--- src/sv/rocpf_pkg.sv ---
package rocpf_pkg;

    localparam int CHANNELS_DEF          = 16;
    localparam int FILTERED_CHANNELS_DEF = 16;

    localparam int FUNC_W   = 2;
    localparam int CHAN_W   = 4;
    localparam int SAMPLE_W = 24;
    localparam int TICK_W   = 32;
    localparam int RATE_W   = 48;
    localparam int SCALE_W  = 8;
    localparam int COEF_W   = 16;
    localparam int FRAC_W   = 16;
    localparam int DIVD_W   = SAMPLE_W + FRAC_W;   // |d| << 16
    localparam int ACC_W    = RATE_W + 2;          // rate - smoothed, plus headroom
    localparam int CNT_W    = $clog2(DIVD_W + 1);
    localparam int PADDR_W  = 4;
    localparam int PDATA_W  = 32;
    localparam int REG_IDX_W = 2;

    localparam logic [FUNC_W-1:0] FUNC_NORMAL = 2'd0;
    localparam logic [FUNC_W-1:0] FUNC_SEED   = 2'd1;
    localparam logic [FUNC_W-1:0] FUNC_CLEAR  = 2'd2;

    localparam logic [REG_IDX_W-1:0] REG_SCALE_CHAN0  = 2'd0;
    localparam logic [REG_IDX_W-1:0] REG_SCALE_CHAN1  = 2'd1;
    localparam logic [REG_IDX_W-1:0] REG_SCALE_CHAN2  = 2'd2;
    localparam logic [REG_IDX_W-1:0] REG_SCALE_OTHERS = 2'd3;

    localparam logic [SCALE_W-1:0] SCALE_CHAN0_RST  = 8'd100;
    localparam logic [SCALE_W-1:0] SCALE_CHAN1_RST  = 8'd10;
    localparam logic [SCALE_W-1:0] SCALE_CHAN2_RST  = 8'd100;
    localparam logic [SCALE_W-1:0] SCALE_OTHERS_RST = 8'd0;

    localparam logic [COEF_W-1:0] K_SLOW = 16'd2064;    // 0.0315
    localparam logic [COEF_W-1:0] K_FAST = 16'd43647;   // 0.666

    localparam logic signed [RATE_W-1:0] RATE_MAX = {1'b0, {(RATE_W-1){1'b1}}};
    localparam logic signed [RATE_W-1:0] RATE_MIN = {1'b1, {(RATE_W-1){1'b0}}};

    typedef enum logic {
        ALU_DIV,
        ALU_MUL
    } alu_op_t;

    typedef struct packed {
        logic    start;
        alu_op_t op;
    } alu_ctl_t;

    typedef struct packed {
        logic rd_en;
        logic wr_hist;
        logic wr_smooth;
    } store_ctl_t;

endpackage

--- src/sv/rocpf_alu.sv ---
module rocpf_alu (
    input  logic                         aclk,
    input  logic                         aresetn,
    input  rocpf_pkg::alu_ctl_t          ctl,
    input  logic [rocpf_pkg::ACC_W-1:0]  opnd_a,
    input  logic [rocpf_pkg::DIVD_W-1:0] opnd_l,
    output logic [rocpf_pkg::ACC_W-1:0]  hi,
    output logic [rocpf_pkg::DIVD_W-1:0] lo,
    output logic                         done
);
    import rocpf_pkg::*;

    // DIV: hi = remainder, lo = dividend shifting into quotient, a = divisor
    // MUL: hi = accumulator, lo[COEF_W-1:0] = coefficient bits, a = multiplicand
    logic [ACC_W-1:0]  hi_reg, hi_next;
    logic [DIVD_W-1:0] lo_reg, lo_next;
    logic [ACC_W-1:0]  a_reg;
    alu_op_t           op_reg;
    logic [CNT_W-1:0]  cnt_reg;
    logic              busy_reg;
    logic              done_reg;

    logic [TICK_W:0]   shifted;
    logic [ACC_W-1:0]  add_x, add_y, sum;

    always_comb begin
        shifted = {hi_reg[TICK_W-1:0], lo_reg[DIVD_W-1]};
        if (op_reg == ALU_DIV) begin
            add_x = ACC_W'(shifted);
            add_y = ~a_reg;
        end else begin
            add_x = hi_reg;
            add_y = lo_reg[0] ? a_reg : '0;
        end
        sum = add_x + add_y + ACC_W'(op_reg == ALU_DIV);
        if (op_reg == ALU_DIV) begin
            hi_next = sum[ACC_W-1] ? ACC_W'(shifted) : sum;
            lo_next = {lo_reg[DIVD_W-2:0], ~sum[ACC_W-1]};
        end else begin
            hi_next = {sum[ACC_W-1], sum[ACC_W-1:1]};
            lo_next = {lo_reg[DIVD_W-1:COEF_W], sum[0], lo_reg[COEF_W-1:1]};
        end
    end

    always_ff @(posedge aclk) begin
        if (!aresetn) begin
            busy_reg <= 1'b0;
            done_reg <= 1'b0;
            cnt_reg  <= '0;
        end else begin
            done_reg <= 1'b0;
            if (ctl.start) begin
                busy_reg <= 1'b1;
                cnt_reg  <= (ctl.op == ALU_DIV) ? CNT_W'(DIVD_W) : CNT_W'(COEF_W);
            end else if (busy_reg) begin
                cnt_reg <= cnt_reg - CNT_W'(1);
                if (cnt_reg == CNT_W'(1)) begin
                    busy_reg <= 1'b0;
                    done_reg <= 1'b1;
                end
            end
        end
    end

    always_ff @(posedge aclk) begin
        if (ctl.start) begin
            hi_reg <= '0;
            lo_reg <= opnd_l;
            a_reg  <= opnd_a;
            op_reg <= ctl.op;
        end else if (busy_reg) begin
            hi_reg <= hi_next;
            lo_reg <= lo_next;
        end
    end

    assign hi   = hi_reg;
    assign lo   = lo_reg;
    assign done = done_reg;

endmodule

--- src/sv/rocpf_store.sv ---
module rocpf_store #(
    parameter  int CHANNELS = rocpf_pkg::CHANNELS_DEF,
    localparam int AW       = (CHANNELS > 1) ? $clog2(CHANNELS) : 1
) (
    input  logic                                  aclk,
    input  logic                                  aresetn,
    input  rocpf_pkg::store_ctl_t                 ctl,
    input  logic [AW-1:0]                         addr,
    input  logic signed [rocpf_pkg::SAMPLE_W-1:0] wr_sample,
    input  logic [rocpf_pkg::TICK_W-1:0]          wr_tick,
    input  logic signed [rocpf_pkg::RATE_W-1:0]   wr_smooth,
    output logic signed [rocpf_pkg::SAMPLE_W-1:0] rd_sample,
    output logic [rocpf_pkg::TICK_W-1:0]          rd_tick,
    output logic signed [rocpf_pkg::RATE_W-1:0]   rd_smooth
);
    import rocpf_pkg::*;

    logic signed [SAMPLE_W-1:0] sample_mem [CHANNELS];
    logic [TICK_W-1:0]          tick_mem   [CHANNELS];
    logic signed [RATE_W-1:0]   smooth_mem [CHANNELS];

    logic [CHANNELS-1:0] hist_vld_reg;
    logic [CHANNELS-1:0] smooth_vld_reg;

    logic signed [SAMPLE_W-1:0] sample_rd_reg;
    logic [TICK_W-1:0]          tick_rd_reg;
    logic signed [RATE_W-1:0]   smooth_rd_reg;
    logic                       hist_hit_reg;
    logic                       smooth_hit_reg;

    always_ff @(posedge aclk) begin
        if (!aresetn) begin
            hist_vld_reg   <= '0;
            smooth_vld_reg <= '0;
        end else begin
            if (ctl.wr_hist) begin
                hist_vld_reg[addr] <= 1'b1;
            end
            if (ctl.wr_smooth) begin
                smooth_vld_reg[addr] <= 1'b1;
            end
        end
    end

    always_ff @(posedge aclk) begin
        if (ctl.wr_hist) begin
            sample_mem[addr] <= wr_sample;
            tick_mem[addr]   <= wr_tick;
        end
        if (ctl.wr_smooth) begin
            smooth_mem[addr] <= wr_smooth;
        end
        if (ctl.rd_en) begin
            sample_rd_reg  <= sample_mem[addr];
            tick_rd_reg    <= tick_mem[addr];
            smooth_rd_reg  <= smooth_mem[addr];
            hist_hit_reg   <= hist_vld_reg[addr];
            smooth_hit_reg <= smooth_vld_reg[addr];
        end
    end

    assign rd_sample = hist_hit_reg   ? sample_rd_reg : '0;
    assign rd_tick   = hist_hit_reg   ? tick_rd_reg   : '0;
    assign rd_smooth = smooth_hit_reg ? smooth_rd_reg : '0;

endmodule

--- src/sv/rate_of_change_peak_filter.sv ---
// Per-channel rate-of-change estimator with a peak-hold smoother. Each item
// gives (sample - previous sample) * 2^16 / (tick - previous tick) for its
// channel in signed Q32.16, scales positive rates by the channel's scale
// register and, on filtered channels, smooths all but seed and clear items
// with 0.666 when the new rate's magnitude is not below the stored one and
// 0.0315 otherwise. One item at a time passes through a single shared adder:
// a 40-step restoring divide and a 16-step coefficient multiply. The divide
// is skipped for a zero tick difference, the multiply on unfiltered channels
// and both for a channel outside the store; a new item is taken only once
// the last result is registered. Per-channel state sits in small memories
// that reset to zero through valid bits; no clearing pass is needed.
module rate_of_change_peak_filter #(
    parameter int CHANNELS          = rocpf_pkg::CHANNELS_DEF,
    parameter int FILTERED_CHANNELS = rocpf_pkg::FILTERED_CHANNELS_DEF
) (
    input  logic                                  aclk,
    input  logic                                  aresetn,

    input  logic                                  s_valid,
    output logic                                  s_ready,
    input  logic [rocpf_pkg::FUNC_W-1:0]          s_func,
    input  logic [rocpf_pkg::CHAN_W-1:0]          s_channel,
    input  logic signed [rocpf_pkg::SAMPLE_W-1:0] s_sample,
    input  logic [rocpf_pkg::TICK_W-1:0]          s_tick,

    output logic                                  m_valid,
    input  logic                                  m_ready,
    output logic signed [rocpf_pkg::RATE_W-1:0]   m_filtered_rate,
    output logic                                  m_divide_fault,

    input  logic                                  psel,
    input  logic                                  penable,
    input  logic                                  pwrite,
    input  logic [rocpf_pkg::PADDR_W-1:0]         paddr,
    input  logic [rocpf_pkg::PDATA_W-1:0]         pwdata,
    output logic [rocpf_pkg::PDATA_W-1:0]         prdata,
    output logic                                  pready
);
    import rocpf_pkg::*;

    localparam int AW = (CHANNELS > 1) ? $clog2(CHANNELS) : 1;

    typedef enum logic [2:0] {
        ST_IDLE,
        ST_LOAD,
        ST_DIV,
        ST_SCALE,
        ST_FILT,
        ST_MUL,
        ST_OUT
    } state_t;

    // configuration
    logic [SCALE_W-1:0] scale_chan0_reg, scale_chan1_reg, scale_chan2_reg, scale_others_reg;
    logic [REG_IDX_W-1:0] reg_idx;

    assign reg_idx = paddr[REG_IDX_W+1:2];
    assign pready  = 1'b1;

    always_ff @(posedge aclk) begin
        if (!aresetn) begin
            scale_chan0_reg  <= SCALE_CHAN0_RST;
            scale_chan1_reg  <= SCALE_CHAN1_RST;
            scale_chan2_reg  <= SCALE_CHAN2_RST;
            scale_others_reg <= SCALE_OTHERS_RST;
        end else if (psel && penable && pwrite) begin
            unique case (reg_idx)
                REG_SCALE_CHAN0:  scale_chan0_reg  <= pwdata[SCALE_W-1:0];
                REG_SCALE_CHAN1:  scale_chan1_reg  <= pwdata[SCALE_W-1:0];
                REG_SCALE_CHAN2:  scale_chan2_reg  <= pwdata[SCALE_W-1:0];
                REG_SCALE_OTHERS: scale_others_reg <= pwdata[SCALE_W-1:0];
                default:          scale_others_reg <= scale_others_reg;
            endcase
        end
    end

    always_comb begin
        unique case (reg_idx)
            REG_SCALE_CHAN0:  prdata = PDATA_W'(scale_chan0_reg);
            REG_SCALE_CHAN1:  prdata = PDATA_W'(scale_chan1_reg);
            REG_SCALE_CHAN2:  prdata = PDATA_W'(scale_chan2_reg);
            REG_SCALE_OTHERS: prdata = PDATA_W'(scale_others_reg);
            default:          prdata = '0;
        endcase
    end

    // sequencer registers
    state_t                     state_reg, state_next;
    logic [FUNC_W-1:0]          func_reg, func_next;
    logic [CHAN_W-1:0]          ch_reg, ch_next;
    logic signed [SAMPLE_W-1:0] sample_reg, sample_next;
    logic [TICK_W-1:0]          tick_reg, tick_next;
    logic signed [RATE_W-1:0]   rate_reg, rate_next;
    logic                       fault_reg, fault_next;
    logic                       m_valid_reg, m_valid_next;
    logic signed [RATE_W-1:0]   m_rate_reg, m_rate_next;
    logic                       m_fault_reg, m_fault_next;

    // store and shared unit
    store_ctl_t                 st_ctl;
    logic [AW-1:0]              st_addr;
    logic [AW+CHAN_W-1:0]       s_ch_ext, ch_ext;
    logic signed [RATE_W-1:0]   st_wr_smooth;
    logic signed [SAMPLE_W-1:0] prev_sample;
    logic [TICK_W-1:0]          prev_tick;
    logic signed [RATE_W-1:0]   smooth;

    alu_ctl_t                   alu_ctl;
    logic [ACC_W-1:0]           alu_a;
    logic [DIVD_W-1:0]          alu_l;
    logic [ACC_W-1:0]           alu_hi;
    logic [DIVD_W-1:0]          alu_lo;
    logic                       alu_done;

    // datapath
    logic signed [SAMPLE_W:0]   d;
    logic                       d_neg;
    logic [SAMPLE_W:0]          d_mag;
    logic [TICK_W-1:0]          t;
    logic signed [RATE_W-1:0]   sat_rate;
    logic signed [RATE_W-1:0]   q_rate;
    logic [SCALE_W-1:0]         sc;
    logic [RATE_W+SCALE_W-2:0]  prod;
    logic signed [RATE_W-1:0]   scaled;
    logic [RATE_W-1:0]          abs_r, abs_s;
    logic [COEF_W-1:0]          coef;
    logic signed [RATE_W-1:0]   mul_result;
    logic                       ch_in_range, ch_filtered;

    assign s_ch_ext = (AW+CHAN_W)'(s_channel);
    assign ch_ext   = (AW+CHAN_W)'(ch_reg);
    assign st_addr  = (state_reg == ST_IDLE) ? s_ch_ext[AW-1:0] : ch_ext[AW-1:0];

    assign ch_in_range = (32'(ch_reg) < 32'(CHANNELS));
    assign ch_filtered = (32'(ch_reg) < 32'(FILTERED_CHANNELS));

    always_comb begin
        d      = {sample_reg[SAMPLE_W-1], sample_reg} - {prev_sample[SAMPLE_W-1], prev_sample};
        d_neg  = d[SAMPLE_W];
        d_mag  = d_neg ? -d : d;
        t      = tick_reg - prev_tick;
        if (d == '0) begin
            sat_rate = '0;
        end else begin
            sat_rate = d_neg ? RATE_MIN : RATE_MAX;
        end
        q_rate = d_neg ? -RATE_W'(alu_lo) : RATE_W'(alu_lo);

        unique case (ch_reg)
            4'd0:    sc = scale_chan0_reg;
            4'd1:    sc = scale_chan1_reg;
            4'd2:    sc = scale_chan2_reg;
            default: sc = scale_others_reg;
        endcase
        prod   = rate_reg[RATE_W-2:0] * sc;
        scaled = (prod[RATE_W+SCALE_W-2:RATE_W-1] != '0) ? RATE_MAX
                                                        : {1'b0, prod[RATE_W-2:0]};

        abs_r = rate_reg[RATE_W-1] ? -rate_reg : rate_reg;
        abs_s = smooth[RATE_W-1]   ? -smooth   : smooth;
        coef  = (abs_r < abs_s) ? K_SLOW : K_FAST;

        mul_result = smooth + alu_hi[RATE_W-1:0];
    end

    always_comb begin
        state_next   = state_reg;
        func_next    = func_reg;
        ch_next      = ch_reg;
        sample_next  = sample_reg;
        tick_next    = tick_reg;
        rate_next    = rate_reg;
        fault_next   = fault_reg;
        m_valid_next = m_valid_reg && !m_ready;
        m_rate_next  = m_rate_reg;
        m_fault_next = m_fault_reg;

        st_ctl       = '0;
        st_wr_smooth = (func_reg == FUNC_CLEAR) ? '0 : rate_reg;
        alu_ctl      = '{start: 1'b0, op: ALU_DIV};
        alu_a        = ACC_W'(t);
        alu_l        = {d_mag[SAMPLE_W-1:0], {FRAC_W{1'b0}}};

        unique case (state_reg)
            ST_IDLE: begin
                if (s_valid) begin
                    st_ctl.rd_en = 1'b1;
                    func_next    = s_func;
                    ch_next      = s_channel;
                    sample_next  = s_sample;
                    tick_next    = s_tick;
                    state_next   = ST_LOAD;
                end
            end
            ST_LOAD: begin
                fault_next = 1'b0;
                if (!ch_in_range) begin
                    rate_next  = '0;
                    state_next = ST_OUT;
                end else if (t == '0) begin
                    fault_next = 1'b1;
                    rate_next  = sat_rate;
                    state_next = ST_SCALE;
                end else begin
                    alu_ctl.start = 1'b1;
                    state_next    = ST_DIV;
                end
            end
            ST_DIV: begin
                if (alu_done) begin
                    rate_next  = q_rate;
                    state_next = ST_SCALE;
                end
            end
            ST_SCALE: begin
                if (!rate_reg[RATE_W-1] && rate_reg != '0) begin
                    rate_next = scaled;
                end
                state_next = ST_FILT;
            end
            ST_FILT: begin
                st_ctl.wr_hist = 1'b1;
                state_next     = ST_OUT;
                if (ch_filtered) begin
                    priority if (func_reg == FUNC_SEED) begin
                        st_ctl.wr_smooth = 1'b1;
                    end else if (func_reg == FUNC_CLEAR) begin
                        st_ctl.wr_smooth = 1'b1;
                        rate_next        = '0;
                    end else begin
                        alu_ctl = '{start: 1'b1, op: ALU_MUL};
                        alu_a   = ACC_W'(rate_reg) - ACC_W'(smooth);
                        alu_l   = DIVD_W'(coef);
                        state_next = ST_MUL;
                    end
                end
            end
            ST_MUL: begin
                st_wr_smooth = mul_result;
                if (alu_done) begin
                    st_ctl.wr_smooth = 1'b1;
                    rate_next        = mul_result;
                    state_next       = ST_OUT;
                end
            end
            ST_OUT: begin
                if (!m_valid_reg || m_ready) begin
                    m_valid_next = 1'b1;
                    m_rate_next  = rate_reg;
                    m_fault_next = fault_reg;
                    state_next   = ST_IDLE;
                end
            end
            default: state_next = ST_IDLE;
        endcase
    end

    always_ff @(posedge aclk) begin
        if (!aresetn) begin
            state_reg   <= ST_IDLE;
            m_valid_reg <= 1'b0;
        end else begin
            state_reg   <= state_next;
            m_valid_reg <= m_valid_next;
        end
        func_reg    <= func_next;
        ch_reg      <= ch_next;
        sample_reg  <= sample_next;
        tick_reg    <= tick_next;
        rate_reg    <= rate_next;
        fault_reg   <= fault_next;
        m_rate_reg  <= m_rate_next;
        m_fault_reg <= m_fault_next;
    end

    assign s_ready         = (state_reg == ST_IDLE);
    assign m_valid         = m_valid_reg;
    assign m_filtered_rate = m_rate_reg;
    assign m_divide_fault  = m_fault_reg;

    rocpf_store #(
        .CHANNELS (CHANNELS)
    ) u_store (
        .aclk      (aclk),
        .aresetn   (aresetn),
        .ctl       (st_ctl),
        .addr      (st_addr),
        .wr_sample (sample_reg),
        .wr_tick   (tick_reg),
        .wr_smooth (st_wr_smooth),
        .rd_sample (prev_sample),
        .rd_tick   (prev_tick),
        .rd_smooth (smooth)
    );

    rocpf_alu u_alu (
        .aclk    (aclk),
        .aresetn (aresetn),
        .ctl     (alu_ctl),
        .opnd_a  (alu_a),
        .opnd_l  (alu_l),
        .hi      (alu_hi),
        .lo      (alu_lo),
        .done    (alu_done)
    );

endmodule

--- config.mk ---
export PLATFORM = sky130hd
export DESIGN_NAME = rate_of_change_peak_filter
export DESIGN_NICKNAME = d
export VERILOG_FILES = /design/src/sv/rocpf_pkg.sv /design/src/sv/rocpf_alu.sv /design/src/sv/rocpf_store.sv /design/src/sv/rate_of_change_peak_filter.sv
export SDC_FILE = /design/constraint.sdc
export NUM_CORES = 2
export LEC_CHECK = 0
export BUFFER_PORTS_ARGS = -buffer_cell sky130_fd_sc_hd__buf_4
export CAP_MARGIN = 0
export CORE_ASPECT_RATIO = 1.75
export CORE_UTILIZATION = 36
export CTS_BUF_LIST = sky130_fd_sc_hd__clkbuf_2 sky130_fd_sc_hd__clkbuf_4 sky130_fd_sc_hd__clkbuf_8
export CTS_CLUSTER_DIAMETER = 120
export CTS_CLUSTER_SIZE = 30
export DETAILED_ROUTE_END_ITERATION = 10
export SETUP_SLACK_MARGIN = 0.15
export SLEW_MARGIN = 10
export SYNTH_ARGS = -nofsm -noshare
export SYNTH_HDL_FRONTEND = slang
export SYNTH_SLANG_ARGS = --single-unit
--- constraint.sdc ---
create_clock -name aclk -period 10.7 [get_ports aclk]
set_input_delay 2.14 -clock aclk [delete_from_list [all_inputs] [get_ports aclk]]
set_output_delay 2.14 -clock aclk [all_outputs]
set_load 0.03 [all_outputs]
==> flow_summary.json <==
{
  "grt_pass1_vias": 73031,
  "fp.dieW_um": 422,
  "largest_reg_flops": 768,
  "gr-total-overflow": 0,
  "period_minus_slack_ps": 9200,
  "synth_edf_count": 2020,
  "dr.first_iter.drc_count": 6322,
  "numCtsBuffers": 82,
  "critical_path_required_ps": 11410,
  "cts.sinks": 2146,
  "finalNetCount": 8977,
  "drc": 0,
  "post_drt_wl_per_cell_um": 27.5,
  "top_register": "u_store.smooth_mem",
  "crit_path_end_kind": "register",
  "netlist_area_sq_um": 111000,
  "yosysWarnings": 0,
  "clkTransAtPathRegs_ps": 200,
  "core_sq_um": 307000,
  "ys_top_cells_by_count": "edfxtp_1 (2020), nand2_1 (1053), mux4_2 (432)",
  "cts_resized": 0,
  "drive_gt1_frac": 0.126,
  "viasPerCell": 5.69,
  "fillerInstances": 28941,
  "wl_um": 341000,
  "start_kind": "register",
  "gp_congestion": 0.965,
  "start_util": 0.362,
  "cts_tree": "done",
  "first_pass_iters": 7,
  "ant_nets": 0,
  "min_path_type": "register to register",
  "clockRootBuffer": "clkbuf_8",
  "tightest_slew_ps": 1230,
  "path_class": "register to register",
  "grt_max_degree": 165,
  "cts_setup_buffers": 0,
  "vias": 70566,
  "cts_hold_buffers": 0,
  "io_buffer_count": 137,
  "synth_cell_types": 86,
  "cts.path.max_buffers": 3,
  "io-pin-count": 189,
  "grt_pass1_wl_um": 493000,
  "area_delta_synth_final_pct": 7.10,
  "setup_violations": 0,
  "yosys.area.top_type": "edfxtp_1",
  "largestRegisters": "u_store.smooth_mem (768), u_store.tick_mem (512), u_store.sample_mem (384)",
  "arrival_ps": 9910,
  "vdd_drop_max_uv": 344,
  "fin_crit_sh": 0.860,
  "ys_seq_area_frac": 0.569,
  "syn_avg_cell_area_sq_um": 13.3,
  "status": "finished clean",
  "yosysMostFrequentCell": "edfxtp_1",
  "crit_fanout": 47,
  "clock_latency_ps": 960,
  "cap_viol_max_count": 0,
  "skew_ps": 86.5,
  "slew_violations": 0,
  "finalInstanceArea_sq_um": 119000,
  "hold_violations": 0,
  "dieArea_sq_um": 311000,
  "synth_cells": 8329,
  "ys.flop_type": "edfxtp_1",
  "post_dp_cell_area_sq_um": 117000,
  "rsz0062_at_grt": "no",
  "fp.dieH_um": 737,
  "ys_seq_elements": 2146,
  "async_flop_share": 0,
  "synthTopCellsByArea": "edfxtp_1 (55%), mux4_2 (8.8%), fa_1 (5.0%)",
  "antenna_found_initial": 13,
  "grt_use_total": 0.215,
  "dp_hpwl_um": 232000,
  "synth_top_cell_area_share": 0.546,
  "row_count": 269,
  "p_leak_nw": 42.1,
  "fin_setup_tns_ps": 0,
  "cts_max_level": 3,
  "power_density_nw_per_um2": 318,
  "slew-limit-headroom": 0.182,
  "max_freq_mhz": 109
}
metrics by stage:
stage | hold WS (ps) | instances | utilization | total power, mW | setup slack, ps
final | 484 | 12393 | 0.388 | 37.9 | 1500
after floorplan | 400 | 8352 | - | 27.0 | 3110
after CTS | 487 | 12387 | 0.388 | 37.9 | 1490
after global routing | 495 | 12389 | 0.388 | 40.0 | 1180
after global placement | 441 | 12249 | 0.382 | 34.3 | 1600
after detailed placement | 448 | 12249 | 0.382 | 34.5 | 1500
where the power goes:
part / switching, mW / internal, mW / total [mW]
logic: 14.0 / 7.98 / 22.0
registers: 1.28 / 11.2 / 12.5
clock network: 2.45 / 0.909 / 3.36
total: 17.8 / 20.1 / 37.9
routing by layer:
layer / GRT usage / share of wire / wire [um]
met1: 0.235 / 0.36 / 122000
met2: 0.397 / 0.53 / 179000
met3: 0.0204 / 0.045 / 15400
met4: 0.135 / 0.073 / 24700
met5: 0 / 0.00017 / 59
final timing paths:
check	from	cells past startpoint	slack, ps	to
max	ch_reg[1]	26	1500	rate_reg[35]
min	u_store.smooth_vld_reg[12]	1	480	u_store.smooth_vld_reg[12]
max reg2reg	ch_reg[1]	26	1500	rate_reg[35]
min reg2reg	u_store.smooth_vld_reg[12]	1	480	u_store.smooth_vld_reg[12]
area by class of cell:
class	count	area [sq um]	area share
sequential	2146	63200	0.531
antenna	6	15.0	0.000126
multi-input combinational	5388	45300	0.381
tap	4065	5090	0.0427
clock buffer	128	1470	0.0124
inverter	329	1240	0.0104
clock inverter	10	141	0.00119
timing repair buffer	321	2510	0.0211
worst max-delay path, cell delays in order, from the launching register on:
cell and delay, ps:
edfxtp_1 940, nand2b_1 420, o22ai_1 390, a21oi_4 90, buf_4 350, and2_1 280
fa_1 540, inv_1 60, fa_1 540, inv_1 50, fa_1 490, fa_1 410
ha_1 360, o211ai_1 110, o21ai_0 500, o211ai_1 300, a211oi_1 270, a211oi_1 80
buf_4 170, o21ai_0 590, a221oi_1 220, xnor2_1 200, nor4_1 350, nand4_1 130
buf_4 310, o21ai_0 260, or3b_2 470
cells in the final DEF, fill, tap and decap left out, types with 34 or more instances in the layout:
| cell type | Yosys | layout |
|---|---|---|
| nand2b_1 | 42 | 41 |
| o31ai_1 | 54 | 54 |
| buf_4 | 25 | 313 |
| a31oi_1 | 150 | 149 |
| ha_1 | 328 | 328 |
| o211ai_1 | 41 | 41 |
| inv_1 | 327 | 328 |
| dfxtp_1 | 126 | 125 |
| a21oi_1 | 317 | 309 |
| a21o_1 | 169 | 169 |
| nand4_1 | 79 | 79 |
| nor2_4 | 0 | 34 |
| mux2i_1 | 63 | 61 |
| nor3_1 | 72 | 71 |
| nand2_1 | 1053 | 1053 |
| mux2_2 | 55 | 52 |
| nor2b_1 | 71 | 68 |
| a221oi_1 | 43 | 43 |
| xor2_1 | 123 | 123 |
| a211oi_1 | 42 | 42 |
| nor2_1 | 310 | 274 |
| and3_1 | 127 | 127 |
| mux4_2 | 432 | 432 |
| xnor2_1 | 240 | 238 |
| and2_1 | 336 | 334 |
| o21a_1 | 72 | 72 |
| o21ai_0 | 355 | 352 |
| fa_1 | 276 | 276 |
| edfxtp_1 | 2020 | 2020 |
| nand3_1 | 109 | 109 |
| clkbuf_4 | 0 | 46 |
| clkbuf_8 | 0 | 82 |
cells by family (layout without fill, tap and decap cells):
kind of cell,Yosys count,after routing,share of synthesized area
AOI/OAI and AO/OA,1487,1487,0.0868
xor gates and xnor gates,363,363,0.0286
adders and majority gates,604,604,0.0867
buffers and inverters,818,788,0.0285
DFF,2146,2146,0.569
muxes,551,551,0.0989
other,2,31,0.0000676
and+or+nand+nor,2358,2358,0.102
Power figures use the tool's default switching activity.
